===== src/sv/bcd_pkg.sv =====
// ----------------------------------------------------------------------------
// bcd_pkg
// Shared types and constants for the bounded circular deque.
// ----------------------------------------------------------------------------
package bcd_pkg;

  localparam int DefDepth = 1024;
  localparam int ValW     = 32;
  localparam int OpW      = 3;
  localparam int CapW     = 11;
  localparam logic [CapW-1:0] CapReset = 11'd1024;

  typedef enum logic [OpW-1:0] {
    OP_PUSH_FRONT = 3'd0,
    OP_PUSH_REAR  = 3'd1,
    OP_POP_FRONT  = 3'd2,
    OP_POP_REAR   = 3'd3,
    OP_QUERY      = 3'd4
  } bcd_op_e;

  typedef enum logic {
    ST_IDLE = 1'b0,
    ST_READ = 1'b1
  } bcd_state_e;

endpackage


===== src/sv/bcd_if.sv =====
// ----------------------------------------------------------------------------
// bcd_if
// Valid/ready channels for deque commands and deque results.
// ----------------------------------------------------------------------------
interface bcd_in_if
  import bcd_pkg::*;
();
  logic                   valid;
  logic                   ready;
  logic [OpW-1:0]         opcode;
  logic signed [ValW-1:0] value;

  modport source (output valid, output opcode, output value, input ready);
  modport sink   (input valid, input opcode, input value, output ready);
endinterface

interface bcd_out_if
  import bcd_pkg::*;
#(
  parameter int CntW = 11
) ();
  logic                   valid;
  logic                   ready;
  logic                   ok;
  logic signed [ValW-1:0] front_value;
  logic signed [ValW-1:0] rear_value;
  logic                   empty_res;
  logic                   full_res;
  logic [CntW-1:0]        count;

  modport source (output valid, output ok, output front_value, output rear_value,
                  output empty_res, output full_res, output count, input ready);
  modport sink   (input valid, input ok, input front_value, input rear_value,
                  input empty_res, input full_res, input count, output ready);
endinterface


===== src/sv/bcd_ctrl.sv =====
// ----------------------------------------------------------------------------
// bcd_ctrl
// Pointer and count update, front/rear word tracking, result register.
// ----------------------------------------------------------------------------
module bcd_ctrl
  import bcd_pkg::*;
#(
  parameter int DEPTH = DefDepth,
  parameter int PtrW  = $clog2(DEPTH),
  parameter int CntW  = $clog2(DEPTH + 1),
  parameter int EW    = (CntW > CapW) ? CntW : CapW
) (
  input  logic            clk_i,
  input  logic            rst_ni,
  input  logic [EW-1:0]   cap_eff_i,
  bcd_in_if.sink          in_i,
  bcd_out_if.source       out_o,
  output logic            mem_we_o,
  output logic [PtrW-1:0] mem_waddr_o,
  output logic [ValW-1:0] mem_wdata_o,
  output logic            mem_re_o,
  output logic [PtrW-1:0] mem_raddr_o,
  input  logic [ValW-1:0] mem_rdata_i
);

  localparam logic [PtrW-1:0] LastIdx = PtrW'(DEPTH - 1);

  bcd_state_e      st_q, st_d;
  logic [PtrW-1:0] head_q, head_d, tail_q, tail_d;
  logic [CntW-1:0] cnt_q, cnt_d;
  logic [ValW-1:0] front_q, front_d, rear_q, rear_d;
  logic            rd_front_q, rd_front_d;
  logic            out_valid_q, out_valid_d;
  logic            acc, rd_need, ok_w, out_load, was_empty, was_full, now_empty;
  logic [PtrW-1:0] head_prev, head_next, tail_prev, tail_next, tail_prev2;

  function automatic logic [PtrW-1:0] ring_next(input logic [PtrW-1:0] p);
    return (p == LastIdx) ? '0 : p + PtrW'(1);
  endfunction

  function automatic logic [PtrW-1:0] ring_prev(input logic [PtrW-1:0] p);
    return (p == '0) ? LastIdx : p - PtrW'(1);
  endfunction

  assign head_prev  = ring_prev(head_q);
  assign head_next  = ring_next(head_q);
  assign tail_prev  = ring_prev(tail_q);
  assign tail_next  = ring_next(tail_q);
  assign tail_prev2 = ring_prev(tail_prev);
  assign was_empty  = (cnt_q == '0);
  assign was_full   = (EW'(cnt_q) >= cap_eff_i);
  assign acc        = in_i.valid && in_i.ready;

  // next state
  always_comb begin
    st_d = st_q;
    case (st_q)
      ST_IDLE: if (acc && rd_need) st_d = ST_READ;
      ST_READ: st_d = ST_IDLE;
      default: st_d = ST_IDLE;
    endcase
  end

  // handshake outputs
  always_comb begin
    in_i.ready = (st_q == ST_IDLE) && (!out_valid_q || out_o.ready);
    out_load   = (st_q == ST_READ) || (acc && !rd_need);
  end

  // datapath
  always_comb begin
    head_d      = head_q;
    tail_d      = tail_q;
    cnt_d       = cnt_q;
    front_d     = front_q;
    rear_d      = rear_q;
    rd_front_d  = rd_front_q;
    mem_we_o    = 1'b0;
    mem_waddr_o = tail_q;
    mem_wdata_o = in_i.value;
    mem_re_o    = 1'b0;
    mem_raddr_o = head_next;
    ok_w        = 1'b1;
    rd_need     = 1'b0;
    if (st_q == ST_READ) begin
      if (rd_front_q) front_d = mem_rdata_i;
      else            rear_d  = mem_rdata_i;
    end else begin
      case (bcd_op_e'(in_i.opcode))
        OP_PUSH_FRONT: begin
          if (was_full) begin
            ok_w = 1'b0;
          end else if (acc) begin
            head_d      = head_prev;
            mem_we_o    = 1'b1;
            mem_waddr_o = head_prev;
            cnt_d       = cnt_q + CntW'(1);
            front_d     = in_i.value;
            if (was_empty) rear_d = in_i.value;
          end
        end
        OP_PUSH_REAR: begin
          if (was_full) begin
            ok_w = 1'b0;
          end else if (acc) begin
            tail_d      = tail_next;
            mem_we_o    = 1'b1;
            mem_waddr_o = tail_q;
            cnt_d       = cnt_q + CntW'(1);
            rear_d      = in_i.value;
            if (was_empty) front_d = in_i.value;
          end
        end
        OP_POP_FRONT: begin
          if (was_empty) begin
            ok_w = 1'b0;
          end else begin
            rd_need     = (cnt_q != CntW'(1));
            mem_raddr_o = head_next;
            if (acc) begin
              head_d     = head_next;
              cnt_d      = cnt_q - CntW'(1);
              mem_re_o   = rd_need;
              rd_front_d = 1'b1;
            end
          end
        end
        OP_POP_REAR: begin
          if (was_empty) begin
            ok_w = 1'b0;
          end else begin
            rd_need     = (cnt_q != CntW'(1));
            mem_raddr_o = tail_prev2;
            if (acc) begin
              tail_d     = tail_prev;
              cnt_d      = cnt_q - CntW'(1);
              mem_re_o   = rd_need;
              rd_front_d = 1'b0;
            end
          end
        end
        default: ;  // query, unused codes too
      endcase
    end
  end

  assign now_empty   = (cnt_d == '0);
  assign out_valid_d = out_load || (out_valid_q && !out_o.ready);
  assign out_o.valid = out_valid_q;

  always_ff @(posedge clk_i or negedge rst_ni) begin
    if (!rst_ni) begin
      st_q        <= ST_IDLE;
      head_q      <= '0;
      tail_q      <= '0;
      cnt_q       <= '0;
      rd_front_q  <= 1'b0;
      out_valid_q <= 1'b0;
    end else begin
      st_q        <= st_d;
      head_q      <= head_d;
      tail_q      <= tail_d;
      cnt_q       <= cnt_d;
      rd_front_q  <= rd_front_d;
      out_valid_q <= out_valid_d;
    end
  end

  always_ff @(posedge clk_i) begin
    front_q <= front_d;
    rear_q  <= rear_d;
    if (out_load) begin
      out_o.ok          <= ok_w;
      out_o.front_value <= now_empty ? '0 : front_d;
      out_o.rear_value  <= now_empty ? '0 : rear_d;
      out_o.empty_res   <= now_empty;
      out_o.full_res    <= (EW'(cnt_d) >= cap_eff_i);
      out_o.count       <= cnt_d;
    end
  end

  a_read_slot_free: assert property (@(posedge clk_i) disable iff (!rst_ni)
    st_q == ST_READ |-> !out_valid_q) else $error("result slot busy during read");

  a_read_after_acc: assert property (@(posedge clk_i) disable iff (!rst_ni)
    st_q == ST_READ |-> $past(acc) && $past(mem_re_o)) else $error("stray read state");

  a_no_rw_overlap: assert property (@(posedge clk_i) disable iff (!rst_ni)
    !(mem_we_o && mem_re_o)) else $error("ring read and write in one cycle");

  a_cnt_bound: assert property (@(posedge clk_i) disable iff (!rst_ni)
    EW'(cnt_q) <= EW'(DEPTH)) else $error("count beyond depth");

  a_empty_ptrs: assert property (@(posedge clk_i) disable iff (!rst_ni)
    cnt_q == '0 |-> head_q == tail_q) else $error("empty deque with split pointers");

endmodule

===== src/flat_wrapper.sv =====
// flat-port wrapper written by rule: the top's interface ports become plain ports
module bcd_ctrl_flat import bcd_pkg::*;
#(
  parameter int DEPTH = DefDepth,
  parameter int PtrW  = $clog2(DEPTH),
  parameter int CntW  = $clog2(DEPTH + 1),
  parameter int EW    = (CntW > CapW) ? CntW : CapW
)
  (clk_i, rst_ni, cap_eff_i, mem_we_o, mem_waddr_o, mem_wdata_o, mem_re_o, mem_raddr_o, mem_rdata_i, in_i_valid, in_i_opcode, in_i_value, in_i_ready, out_o_valid, out_o_ok, out_o_front_value, out_o_rear_value, out_o_empty_res, out_o_full_res, out_o_count, out_o_ready);
  bcd_in_if in_i_i ();
  bcd_out_if #(.CntW(CntW)) out_o_i ();
  input  logic clk_i;
  input  logic rst_ni;
  input  logic [EW-1:0] cap_eff_i;
  output logic mem_we_o;
  output logic [PtrW-1:0] mem_waddr_o;
  output logic [ValW-1:0] mem_wdata_o;
  output logic mem_re_o;
  output logic [PtrW-1:0] mem_raddr_o;
  input  logic [ValW-1:0] mem_rdata_i;
  input wire logic [$bits(in_i_i.valid)-1:0] in_i_valid;
  input wire logic [$bits(in_i_i.opcode)-1:0] in_i_opcode;
  input wire logic [$bits(in_i_i.value)-1:0] in_i_value;
  output wire logic [$bits(in_i_i.ready)-1:0] in_i_ready;
  output wire logic [$bits(out_o_i.valid)-1:0] out_o_valid;
  output wire logic [$bits(out_o_i.ok)-1:0] out_o_ok;
  output wire logic [$bits(out_o_i.front_value)-1:0] out_o_front_value;
  output wire logic [$bits(out_o_i.rear_value)-1:0] out_o_rear_value;
  output wire logic [$bits(out_o_i.empty_res)-1:0] out_o_empty_res;
  output wire logic [$bits(out_o_i.full_res)-1:0] out_o_full_res;
  output wire logic [$bits(out_o_i.count)-1:0] out_o_count;
  input wire logic [$bits(out_o_i.ready)-1:0] out_o_ready;
  assign in_i_i.valid = in_i_valid;
  assign in_i_i.opcode = in_i_opcode;
  assign in_i_i.value = in_i_value;
  assign in_i_ready = in_i_i.ready;
  assign out_o_valid = out_o_i.valid;
  assign out_o_ok = out_o_i.ok;
  assign out_o_front_value = out_o_i.front_value;
  assign out_o_rear_value = out_o_i.rear_value;
  assign out_o_empty_res = out_o_i.empty_res;
  assign out_o_full_res = out_o_i.full_res;
  assign out_o_count = out_o_i.count;
  assign out_o_i.ready = out_o_ready;
  bcd_ctrl #(.DEPTH(DEPTH), .PtrW(PtrW), .CntW(CntW), .EW(EW)) u_core (.clk_i(clk_i), .rst_ni(rst_ni), .cap_eff_i(cap_eff_i), .in_i(in_i_i), .out_o(out_o_i), .mem_we_o(mem_we_o), .mem_waddr_o(mem_waddr_o), .mem_wdata_o(mem_wdata_o), .mem_re_o(mem_re_o), .mem_raddr_o(mem_raddr_o), .mem_rdata_i(mem_rdata_i));
endmodule

===== config.mk =====
export PLATFORM = sky130hd
export DESIGN_NAME = bcd_ctrl_flat
export DESIGN_NICKNAME = d
export VERILOG_FILES = /design/src/sv/bcd_pkg.sv /design/src/sv/bcd_if.sv /design/src/sv/bcd_ctrl.sv /design/src/flat_wrapper.sv
export SDC_FILE = /design/constraint.sdc
export NUM_CORES = 1
export LEC_CHECK = 0
export BUFFER_PORTS_ARGS = -buffer_cell sky130_fd_sc_hd__buf_2
export CAP_MARGIN = 5
export CORE_ASPECT_RATIO = 1.5
export CORE_MARGIN = 4
export CORE_UTILIZATION = 31
export CTS_CLUSTER_DIAMETER = 100
export CTS_CLUSTER_SIZE = 8
export DETAILED_ROUTE_END_ITERATION = 6
export GPL_TIMING_DRIVEN = 0
export SYNTH_ARGS = -nofsm -noshare
export SYNTH_HDL_FRONTEND = slang
export SYNTH_SLANG_ARGS = --single-unit
export TNS_END_PERCENT = 100

===== constraint.sdc =====
create_clock -name clk_i -period 4.07 [get_ports clk_i]
set_input_delay 0.814 -clock clk_i [delete_from_list [all_inputs] [get_ports clk_i]]
set_output_delay 0.814 -clock clk_i [all_outputs]
set_load 0.01 [all_outputs]

# Word level (Yosys, flattened, before mapping)
# Cells that the tools add are included.
[totals]
word_cells = 128
ram_bits = 0
latchBits = 0
output_inout_bits = 134
mem_count = 0
inputBits = 82
register_bits = 176
mem_bits_ro = 0
[classes]
mul = 0
n_bitwise = 1
n_reduce_logical = 25
order_cmp = 2
n_div = 0
n_mux = 65
add_sub_neg = 7
shift = 0
n_eq_ne = 14
[op_table]
columns = ["op", "n"]
rows = [
  ["2-to-1 mux 32 bit", 14],
  ["2-to-1 mux 10 bit", 20],
  ["case mux 32 bit (2 select lines)", 2],
  ["2-to-1 mux 11 bit", 5],
  ["case mux 10 bit (2 select lines)", 2],
  ["logical NOT 10 bit", 3],
  ["subtractor 10 x 1 -> 10 bit, second input constant", 3],
  ["greater-or-equal comparator 11 bit", 2],
  ["logical NOT 11 bit", 2],
  ["case mux 11 bit (2 select lines)", 1],
  ["adder 10 x 1 -> 10 bit, second input constant", 2],
  ["equality test 10 bit, second input constant", 2],
  ["2-to-1 mux 1 bit", 18],
  ["AND reduction 6 bit", 3],
  ["adder 11 x 1 -> 11 bit, second input constant", 1],
  ["!= test 11 x 1 -> 1 bit, second input constant", 1],
  ["subtractor 11 x 1 -> 11 bit, second input constant", 1],
  ["!= test 2 x 1 -> 1 bit, second input constant", 4],
  ["!= test 2 bit, second input constant", 4],
  ["equality test 3 x 2 -> 1 bit, second input constant", 2],
  ["case mux 1 bit (2 select lines)", 3],
  ["nonzero test 2 bit", 3],
  ["logical AND 1 bit", 5],
  ["OR reduction 2 bit", 2],
  ["5 further kinds", 9],
]

# Logic depth before layout (Yosys ltp)
# Gate-level depths: netlist of run 1.
[logic_depth]
ltp_word = 9
depth_mapped = 18
depth_no_buf = 18

# Worst setup path before layout of run 1
# No wires, ideal clock.
[synth_timing]
path_type = "input -> register"
start = "input port cap_eff_i[7]"
end = "register u_core.out_o.full_res (data pin)"
path_stages = 18
arrival_time_ns = 3.893
n_path_buf = 0
setup_time_ns = 0.254
path_slack_ns = -0.077
cell_sequence = "inv_1 > ha_1 > and3_1 > a221oi_1 > o21ai_1 > and2_1 > a21o_1 > xnor2_1 > inv_1 > ha_1 > nand2b_1 > a21o_1 > a21o_1 > a21o_1 > a21o_1 > a21oi_1 > o21ai_0 > a21o_1"
[synth_between]
elab_chain_cells = 5
[synth_lines]
columns = ["element", "line", "source"]
rows = [
  ["start: declaration", "flat_wrapper.sv:14", "input logic [EW-1:0] cap_eff_i;"],
  ["greater-or-equal comparator 11 bit", "bcd_ctrl.sv:51", "assign was_full = (EW'(cnt_q) >= cap_eff_i);"],
  ["2-to-1 mux 11 bit", "bcd_ctrl.sv:91", "if (was_full) begin"],
  ["case mux 11 bit (2 select lines)", "bcd_ctrl.sv:89", "case (bcd_op_e'(in_i.opcode))"],
  ["2-to-1 mux 11 bit", "bcd_ctrl.sv:85", "if (st_q == ST_READ) begin"],
  ["net u_core.cnt_d[0]", "bcd_ctrl.sv:30", "logic [CntW-1:0] cnt_q, cnt_d;"],
  ["greater-or-equal comparator 11 bit", "bcd_ctrl.sv:177", "out_o.full_res <= (EW'(cnt_d) >= cap_eff_i);"],
  ["end signal: assignment", "bcd_ctrl.sv:177", ""],
  ["end: declaration", "bcd_if.sv:32", "output empty_res, output full_res, output count, input ready);"],
]
# The timed path passes the listed nets, and every way through them passes these cells.
# A chain may end at the register's enable or synchronous reset.

# Final worst setup path of run 1
[layout_timing]
start = "input port cap_eff_i[6]"
end = "output port mem_waddr_o[8]"
[layout_between]
elab_chain_cells = 4
[layout_lines]
columns = ["element", "line", "source"]
rows = [
  ["greater-or-equal comparator 11 bit", "bcd_ctrl.sv:51", ""],
  ["2-to-1 mux 10 bit", "bcd_ctrl.sv:91", ""],
  ["2-to-1 mux 10 bit", "-", ""],
  ["2-to-1 mux 10 bit", "bcd_ctrl.sv:85", ""],
  ["end: declaration", "flat_wrapper.sv:16", "output logic [PtrW-1:0] mem_waddr_o;"],
]
# No other way between the ends.

==> results of run 1 <==
flip-flops by register name (all words and copies together), names as in the netlist:
| name | cells |
|---|---|
| u_core.st_q | 1 |
| u_core.cnt_q | 11 |
| u_core.out_o.valid | 1 |
| u_core.out_o.count | 11 |
| u_core.out_o.rear_value | 32 |
| u_core.tail_q | 10 |
| u_core.front_q | 32 |
| u_core.out_o.front_value | 32 |
| u_core.rear_q | 32 |
| u_core.out_o.empty_res | 1 |
| u_core.rd_front_q | 1 |
| u_core.head_q | 10 |
| u_core.out_o.full_res | 1 |
| u_core.out_o.ok | 1 |
per-stage QoR:
| stage | hold slack, ps | instance area, sq um | cells | TNS [ps] |
|---|---|---|---|---|
| after floorplan | 518.4 | 10570 | 1040 | 0 |
| after global placement | 574.8 | 12170 | 1675 | -106670 |
| after detailed placement | 590.1 | 12200 | 1676 | -25810 |
| after CTS | 500.2 | 12950 | 1714 | 0 |
| after global routing | 526.9 | 13080 | 1726 | 0 |
| final | 478.7 | 13080 | 1726 | 0 |
Yosys cell counts, drive strengths merged (3+ instances only):
cell type  count
dfrtp         34
a21o          12
buf           62
o22ai          4
ha            30
a211oi         3
nor2          60
a21oi         28
and2           5
xor2          19
a22oi          7
nor2b          4
edfxtp        78
nor4           8
or3b           3
mux2i        131
or2            4
mux2          65
nand3b         3
nor3          19
o31ai          3
nand4          8
and3          10
a31oi         74
dfxtp         64
o21ai         36
or3            4
clkbuf        44
a41oi          3
nand3         27
inv           87
nand2         40
or4            3
nand2b         8
xnor2         21
where the power goes:
group | internal, mW | switching [mW] | total (mW)
combinational | 1.71 | 2.26 | 3.97
clock | 0.945 | 0.770 | 1.71
sequential | 2.59 | 0.303 | 2.89
cell families (layout without fill, tap and decap cells):
logic type	Yosys count	count (layout)	synth area share, %
buffers and inverters	193	459	8.848
XOR/XNOR	40	40	3.321
adder cells (fa/ha/maj)	30	30	3.558
multiplexers	196	196	19.37
AND/OR/NAND/NOR	214	214	10.79
AO/OA/AOI/OAI	191	191	11.69
flip-flops	176	176	42.41
repair_timing:
action	4_1_cts	5_1_grt
hold buffers	0	0
buffers inserted	8	12
gates resized for setup	22	16
cloned	0	0
pin swaps	7	8
endpoints found under the hold margin	0	0
setup endpoints to repair	20	76
path summary, 6_finish.rpt:
check / endpoint / from / cells after the start
setup / recovery: mem_waddr_o[8] / cap_eff_i[6] / 12
hold / removal: u_core.cnt_q[8] / rst_ni / 1
setup reg to reg: u_core.out_o.full_res / u_core.cnt_q[0] / 18
hold reg to reg: u_core.head_q[1] / u_core.head_q[1] / 2
max in group asynchronous: u_core.tail_q[1] / rst_ni / 1
min in group clk_i: u_core.head_q[1] / u_core.head_q[1] / 2
final cells by class:
| cell class | instances | area, sq um | area share, % |
|---|---|---|---|
| plain buffers | 104 | 603.1 | 4.609 |
| clock buffers | 21 | 491.7 | 3.758 |
| repair buffers | 236 | 1254 | 9.582 |
| multi-input cells | 671 | 5284 | 40.38 |
| well taps | 420 | 525.5 | 4.016 |
| clock inverters | 11 | 117.6 | 0.8989 |
| flip-flops and latches | 176 | 4482 | 34.25 |
| inverters | 87 | 326.6 | 2.496 |
cell usage in the layout, fill, tap and decap left out, types with 4 or more instances in the layout:
master     instances
a21o_1            11
a21oi_1           26
a22oi_1            6
a31oi_1           73
and3_1            10
buf_2            236
buf_4             53
buf_6              8
clkbuf_1          40
clkbuf_16         18
dfrtp_1           28
dfrtp_2            6
dfxtp_1           64
edfxtp_1          78
ha_1              28
inv_1             86
inv_6              4
mux2_2            64
mux2i_1          131
nand2_1           39
nand2b_1           7
nand3_1           27
nand4_1            8
nor2_1            57
nor2b_1            4
nor3_1            16
nor4_1             5
o21ai_0           31
o22ai_1            4
or2_2              4
xnor2_1           19
xor2_1            18
worst max-delay path, stage by stage:
cell and delay [ps]:
buf_2 70, inv_1 50, ha_1 310, a21o_1 170, a221oi_2 290, o21ai_2 170, a2111oi_4 340, and2_4 280
buf_2 270, nor2_1 60, a21oi_1 130, buf_2 140
metal layers:
metal / GRT usage [%] / part of all wire [%] / vias to the layer above
li1: - / - / 4217
met1: 18.58 / 39 / 4206
met2: 31.58 / 54 / 249
met3: 2.659 / 4.2 / 49
met4: 6.428 / 2.7 / 0
met5: 0 / 0 / -
==> results_dict.tcl, run 1 <==
set metrics [dict create \
    route.detailed.drc 0 \
    maxSlewHeadroom_pct 36.78 \
    p_total_mw 8.578 \
    synth_area_per_cell_sq_um 10.14 \
    cp-start-kind "primary input" \
    cts_sinks 176 \
    cap_violations 0 \
    die_w_um 158.6 \
    ys.flop_type "edfxtp_1" \
    area_growth_pct 24.03 \
    grt_overflow 0 \
    hold_viol 0 \
    fin_skew_ps 14.47 \
    layout-drive-gt1-share_pct 34.07 \
    cts_buffers 17 \
    worstHoldPathType "primary input to async pin" \
    totalWireLength_mm 31.86 \
    max_clock_freq_mhz 255.0 \
    slew_violations 0 \
    worst_pin_slew_ps 948.4 \
    start_util_pct 31.44 \
    fillers 3290 \
    grt_max_degree 55 \
    seq_area_frac_synth_pct 42.41 \
    outcome "finished clean" \
    antenna_found_initial 0 \
    p_leak_nw 5.917 \
    vias_per_cell 5.053 \
    peakVddDrop_mv 0.3133 \
    setup_viol 0 \
    post-route-util_pct 39.00 \
    row_count 82 \
    synthCells 1040 \
    arrival_ps 3110 \
    async_flop_share_pct 19.32 \
    pin_count 216 \
    n_antenna_cell 0 \
    cp_max_fo 10 \
    cts_tree "yes" \
    ys_warn_count 0 \
    dieArea_sq_mm 0.03710 \
    critPathKind "primary input to output port" \
    firstDrtPassIters 5 \
    portBuffers 215 \
    period_share_pct 96.37 \
    vias 8721 \
    grt_pass1_vias 8740 \
    dp_slack_ps -747.9 \
    antenna_left 0 \
    critPathCaptureType "output port" \
    clock_latency_ps 450 \
    rsz0062_at_grt "false" \
    wl_per_cell_um 18.46 \
    worst_ep_required_time_ps 3260 \
    grt_first_pass_wirelength_mm 48.20 \
    synth_top_area_cell "edfxtp_1" \
    min_period_ps 3922 \
    grt_usage_pct 16.78 \
    synth_top_area_share_pct 22.20 \
    dp.final_hpwl_mm 23.78 \
    drt-initial-drc-count 523 \
    netlist_area_sq_mm 0.01055 \
    synthTopCellsByArea "edfxtp_1 22%, mux2i_1 12%, dfxtp_1 12%, dfrtp_1 8.1%, mux2_2 6.8%" \
    r2r_slack_ps 170 \
    coreArea_sq_mm 0.03355 \
    synth_edf_count 78 \
    syn_nets 1152 \
    cts_root_buffer "clkbuf_16" \
    die_y_um 233.9 \
    path_clk_slew_ps 70 \
    worst_slack_ps 147.7 \
    synth_seq_cells 176 \
    power_density_mw_per_mm2 655.6 \
    htreeDepth 4 \
    gp_congestion 0.9368 \
    clk_path_buf_depth 2 \
    final_nets 1405 \
    yosysUniqueCellTypes 71 \
]
Power figures use the tool's default switching activity.
==> run 2, diff against run 1 <==
==> constraint.sdc (replaced) <==
create_clock -name clk_i -period 4.07 [get_ports clk_i]
set_input_delay 0.814 -clock clk_i [delete_from_list [all_inputs] [get_ports clk_i]]
set_output_delay 0.814 -clock clk_i [all_outputs]
set_load 0.1 [all_outputs]
==> run 2 against run 1 <==
Effect of this change: wire length about the same; sequential power about the same; first-iteration DRC count shrank 5.2%; non-clock buffer count is 9 higher; highest routed layer is now met5; setup slack worse by 55 ps.
==> results_dict.tcl, run 2 (same netlist as run 1, synthesis figures left out) <==
set metrics [dict create \
    outcome "finished clean" \
    peakVddDrop_mv 0.6908 \
    slew_violations 0 \
    combPwrFrac_pct 57.5 \
    pin_count 216 \
    final_nets 1414 \
    hold_viol 0 \
    p_seq_share_pct 27.2 \
    drt-initial-drc-count 496 \
    cts_sinks 176 \
    slowest_stage "or4_4" \
    p_sw_share_pct 49.76 \
    cp-start-kind "flip-flop" \
    portBuffers 215 \
    switchingPower_mw 5.314 \
    internal_power_mw 5.366 \
    grt_usage_pct 16.65 \
    p_leak_nw 6.011 \
    grt_first_pass_wirelength_mm 47.80 \
    wl_per_cell_um 18.35 \
    fin_skew_ps 14.27 \
    row_count 82 \
    fin_setup_tns_ps 0 \
    area_growth_pct 29.04 \
    maxSlewHeadroom_pct 37.56 \
    cts_root_buffer "clkbuf_16" \
    gp_congestion 0.9264 \
    die_y_um 233.9 \
    antenna_found_initial 1 \
    arrival_ps 3160 \
    grt_overflow 0 \
    grt_max_degree 50 \
    max_clock_freq_mhz 251.5 \
    rsz0062_at_grt "true" \
    period_share_pct 97.71 \
    dp.final_hpwl_mm 23.96 \
    firstDrtPassIters 5 \
    clk_path_buf_depth 2 \
    worstPathCellList "or4_4 > or2_2 > nor2_2 > nand2_1 > xor2_2 > nand3_1 > xnor2_1 > a22oi_2 > buf_12" \
    totalWireLength_mm 31.85 \
    critPathKind "flip-flop to output port" \
    cp_max_fo 7 \
    critical-path-max-stage-delay_ps 560 \
    grt_pass1_vias 8681 \
    vias 8838 \
    worst_pin_slew_ps 936.6 \
    min_period_ps 3977 \
    worstHoldPathType "primary input to async pin" \
    antenna_left 0 \
    die_w_um 158.6 \
    layout-drive-gt1-share_pct 37.19 \
    vias_per_cell 5.091 \
    fillers 3275 \
    coreArea_sq_mm 0.03355 \
    start_util_pct 31.44 \
    critPathCaptureType "output port" \
    cts_tree "yes" \
    clock_latency_ps 450 \
    setup_viol 0 \
    route.detailed.drc 0 \
    p_clk_share_pct 15.3 \
    layout_commonest_cell "buf_2" \
    worst_slack_ps 93.16 \
    layout_common_cells "207 x buf_2, 130 x mux2i_1, 81 x inv_1" \
    worst_ep_required_time_ps 3260 \
    p_total_mw 10.68 \
    dieArea_sq_mm 0.03710 \
    cap_violations 0 \
    path_clk_slew_ps 70 \
    dp_slack_ps -591.3 \
    cts_buffers 17 \
    power_density_mw_per_mm2 784.6 \
    htreeDepth 4 \
]
## run 2: changes by cell type in the layout (fill, tap and decap cells not counted), sizes merged
cell | before | now
clkinvlp | 2 | 3
diode | 0 | 1
clkbuf | 63 | 61
clkinv | 3 | 4
buf | 298 | 307
## run 2: metal layers
| metal | GRT usage [%] | wire length, um |
|---|---|---|
| met3 | 2.899 | 1398 |
| met4 | 5.361 | 723 |
| met2 | 31.60 | 17140 |
| met5 | 0 | 12 |
| met1 | 18.48 | 12570 |
## run 2: worst paths after layout
path	start	endpoint	slack (ps)	depth (start not counted)
worst max-delay path	u_core.tail_q[5]	mem_raddr_o[9]	90	9
worst min-delay path	rst_ni	u_core.cnt_q[9]	470	1
worst max register to register	u_core.cnt_q[7]	u_core.out_o.full_res	170	16
worst min register to register	u_core.tail_q[1]	u_core.tail_q[1]	600	2
max in group asynchronous	rst_ni	u_core.tail_q[5]	2990	1
min in group clk_i	u_core.tail_q[1]	u_core.tail_q[1]	600	2
## run 2: final cells by class
class / instances / area [sq um] / share of cell area [%]
multi-input combinational: 671 / 5565 / 40.89
sequential: 176 / 4483 / 32.94
timing repair buffer: 244 / 1444 / 10.61
buffer: 105 / 680.7 / 5.000
tap: 420 / 525.5 / 3.861
clock buffer: 19 / 442.9 / 3.254
inverter: 87 / 341.6 / 2.509
clock inverter: 13 / 126.4 / 0.9284
antenna: 1 / 2.502 / 0.01838
## run 2: metrics by stage
| step | utilization, % | cell area (sq um) | hold slack [ps] | instances |
|---|---|---|---|---|
| global placement | 37.30 | 12510 | 580.7 | 1675 |
| floorplan | - | 10910 | 518.4 | 1040 |
| finish | 40.57 | 13610 | 468.8 | 1736 |
| CTS | 39.83 | 13360 | 503.6 | 1716 |
| detailed placement | 37.40 | 12550 | 599.8 | 1676 |
| global route | 40.56 | 13610 | 541.0 | 1735 |
## run 2: power groups by stage
| stage | logic, mW | clock network (mW) | registers, mW |
|---|---|---|---|
| floorplan | 3.55 | 0 | 4.07 |
| global route | 6.57 | 1.75 | 2.97 |
| global placement | 5.67 | 0 | 2.94 |
| detailed placement | 5.76 | 0 | 2.96 |
| CTS | 6.01 | 1.68 | 2.91 |
| finish | 6.14 | 1.64 | 2.91 |
## run 2: worst max-delay path: cells and delay by family (launching register included)
family,cells,cell delay (ps)
and+or+nand+nor,5,1290
DFF,1,490
xor gates and xnor gates,2,400
AOI/OAI and AO/OA,1,300
buffers and inverters,1,220
## run 2: repair_timing
item,CTS,global route
buffers inserted,9,19
resized for setup,54,30
setup endpoints to repair,21,29
hold buffers,0,0
gates cloned,0,0
pin swaps,7,10
==> run 3, diff against run 2 <==
--- a/config.mk
+++ b/config.mk
@@ -6,14 +6,15 @@
 export NUM_CORES = 1
 export LEC_CHECK = 0
 export BUFFER_PORTS_ARGS = -buffer_cell sky130_fd_sc_hd__buf_2
-export CAP_MARGIN = 5
+export CAP_MARGIN = 10
 export CORE_ASPECT_RATIO = 1.5
 export CORE_MARGIN = 4
-export CORE_UTILIZATION = 31
+export CORE_UTILIZATION = 50
 export CTS_CLUSTER_DIAMETER = 100
 export CTS_CLUSTER_SIZE = 8
 export DETAILED_ROUTE_END_ITERATION = 6
 export GPL_TIMING_DRIVEN = 0
+export PLACE_DENSITY = 0.77
 export SYNTH_ARGS = -nofsm -noshare
 export SYNTH_HDL_FRONTEND = slang
 export SYNTH_SLANG_ARGS = --single-unit
==> run 3 against run 2 <==
Effect of this change: sequential cell count unchanged; fmax shrank 0.22%; via count increased by 1.7%; non-clock buffer count decreased by 10; register-to-register slack got worse by 60 ps; critical path type unchanged.
==> results_dict.tcl, run 3 (same netlist as run 1, synthesis figures left out) <==
set metrics [dict create \
    p_total_mw 10.79 \
    wl_per_cell_um 19.13 \
    clock_latency_ps 440 \
    worst_ep_required_time_ps 3260 \
    fin_setup_tns_ps 0 \
    vias_per_cell 5.728 \
    slowest_stage "dfrtp_1" \
    cap_violations 0 \
    ff2ff_path_depth 18 \
    top_layer "met5" \
    worst_slack_ps 84.21 \
    r2r_start "u_core.cnt_q[1]" \
    htreeDepth 4 \
    totalWireLength_mm 30.02 \
    firstDrtPassIters 7 \
    place_inst 1520 \
    start_util_pct 51.26 \
    grt_usage_pct 24.86 \
    path_clk_slew_ps 70 \
    grt_overflow 0 \
    cp-start-kind "flip-flop" \
    cts_root_buffer "clkbuf_16" \
    power_density_mw_per_mm2 808.5 \
    vias 8987 \
    min_period_ps 3986 \
    antenna_left 0 \
    area_growth_pct 26.56 \
    critPathCaptureType "output port" \
    placed_area_sq_mm 0.01235 \
    p_leak_nw 5.962 \
    r2r-end "u_core.out_o.full_res" \
    die_y_um 185.9 \
    wl_met3_mm 1.883 \
    critPathKind "flip-flop to output port" \
    die_w_um 126.6 \
    dp_slack_ps -576.1 \
    dieArea_sq_mm 0.02353 \
    dp.final_hpwl_mm 21.81 \
    crit_path_start "u_core.tail_q[2]" \
    setup_viol 0 \
    portBuffers 215 \
    cts_tree "yes" \
    cp.depth 10 \
    cts_sinks 176 \
    gp_congestion 0.9352 \
    route.detailed.drc 0 \
    period_share_pct 97.93 \
    wl_met2_mm 15.78 \
    max_clock_freq_mhz 250.9 \
    worstHoldPathType "primary input to async pin" \
    final_nets 1404 \
    crit_end "mem_raddr_o[9]" \
    slew_violations 0 \
    grt_max_degree 59 \
    hold_viol 0 \
    antenna_found_initial 2 \
    layout-drive-gt1-share_pct 36.09 \
    maxSlewHeadroom_pct 32.50 \
    post-route-util_pct 64.87 \
    layout_commonest_cell "buf_2" \
    fin_area_sq_mm 0.01335 \
    wl_met1_mm 11.38 \
    cp_max_fo 10 \
    grt_first_pass_wirelength_mm 46.33 \
    critical-path-max-stage-delay_ps 470 \
    fin_cells 1569 \
    arrival_ps 3170 \
    n_antenna_cell 0 \
    finalHoldWorstSlack_ps 475.8 \
    peakVddDrop_mv 0.9631 \
    cpLargestDelayFamily "simple AND/OR/NAND/NOR gates" \
    worst-path-buf-inv 2 \
    row_count 64 \
    grt_pass1_vias 8901 \
    r2r_slack_ps 110 \
    fin_skew_ps 12.07 \
    rsz0062_at_grt "true" \
    pin_count 216 \
    worstPathCellList "clkbuf_1 > nor3_1 > xor2_1 > nor2_1 > nand3_1 > nor2_1 > nand3_1 > xnor2_1 > a22oi_2 > buf_12" \
    drt-initial-drc-count 594 \
    clk_path_buf_depth 2 \
    worst_pin_slew_ps 999.4 \
    coreArea_sq_mm 0.02058 \
    cts_buffers 17 \
    outcome "finished clean" \
    layout_common_cells "205 x buf_2, 130 x mux2i_1, 81 x inv_1" \
]
run 3: area by class of cell:
cell class	instances	area, sq um
plain buffers	105	674.4
clock buffers	24	501.7
clock inverters	8	102.6
fillers	1686	7229
inverters	87	344.1
multi-input cells	671	5535
flip-flops and latches	176	4483
well taps	264	330.3
repair buffers	234	1379
run 3: power by group:
part	switching, mW	total (mW)	internal, mW
sequential	0.340	2.93	2.59
clock	0.690	1.68	0.987
combinational	4.28	6.19	1.91
run 3: timing repair:
item                       in CTS  in global routing
pin swaps                       6                 11
setup buffers                   7                 11
resized for setup              47                 36
setup endpoints to repair      21                 72
hold buffers                    0                  0
run 3: worst min-delay path by stage:
| stage | start | cells past startpoint | end | slack [ps] |
|---|---|---|---|---|
| finish | rst_ni | 1 | u_core.out_o.valid | 480 |
| global route | rst_ni | 1 | u_core.cnt_q[5] | 520 |
| CTS | rst_ni | 1 | u_core.head_q[1] | 500 |
| detailed placement | u_core.head_q[1] | 2 | u_core.head_q[1] | 580 |
| global placement | u_core.head_q[1] | 2 | u_core.head_q[1] | 560 |
| floorplan | rst_ni | 0 | u_core.cnt_q[0] | 520 |
run 3: routing by layer:
metal / global-route usage [%] / up-vias
li1: - / 4234
met1: 27.96 / 4306
met2: 45.72 / 365
met3: 4.996 / 78
met4: 10.18 / 4
met5: 0 / -
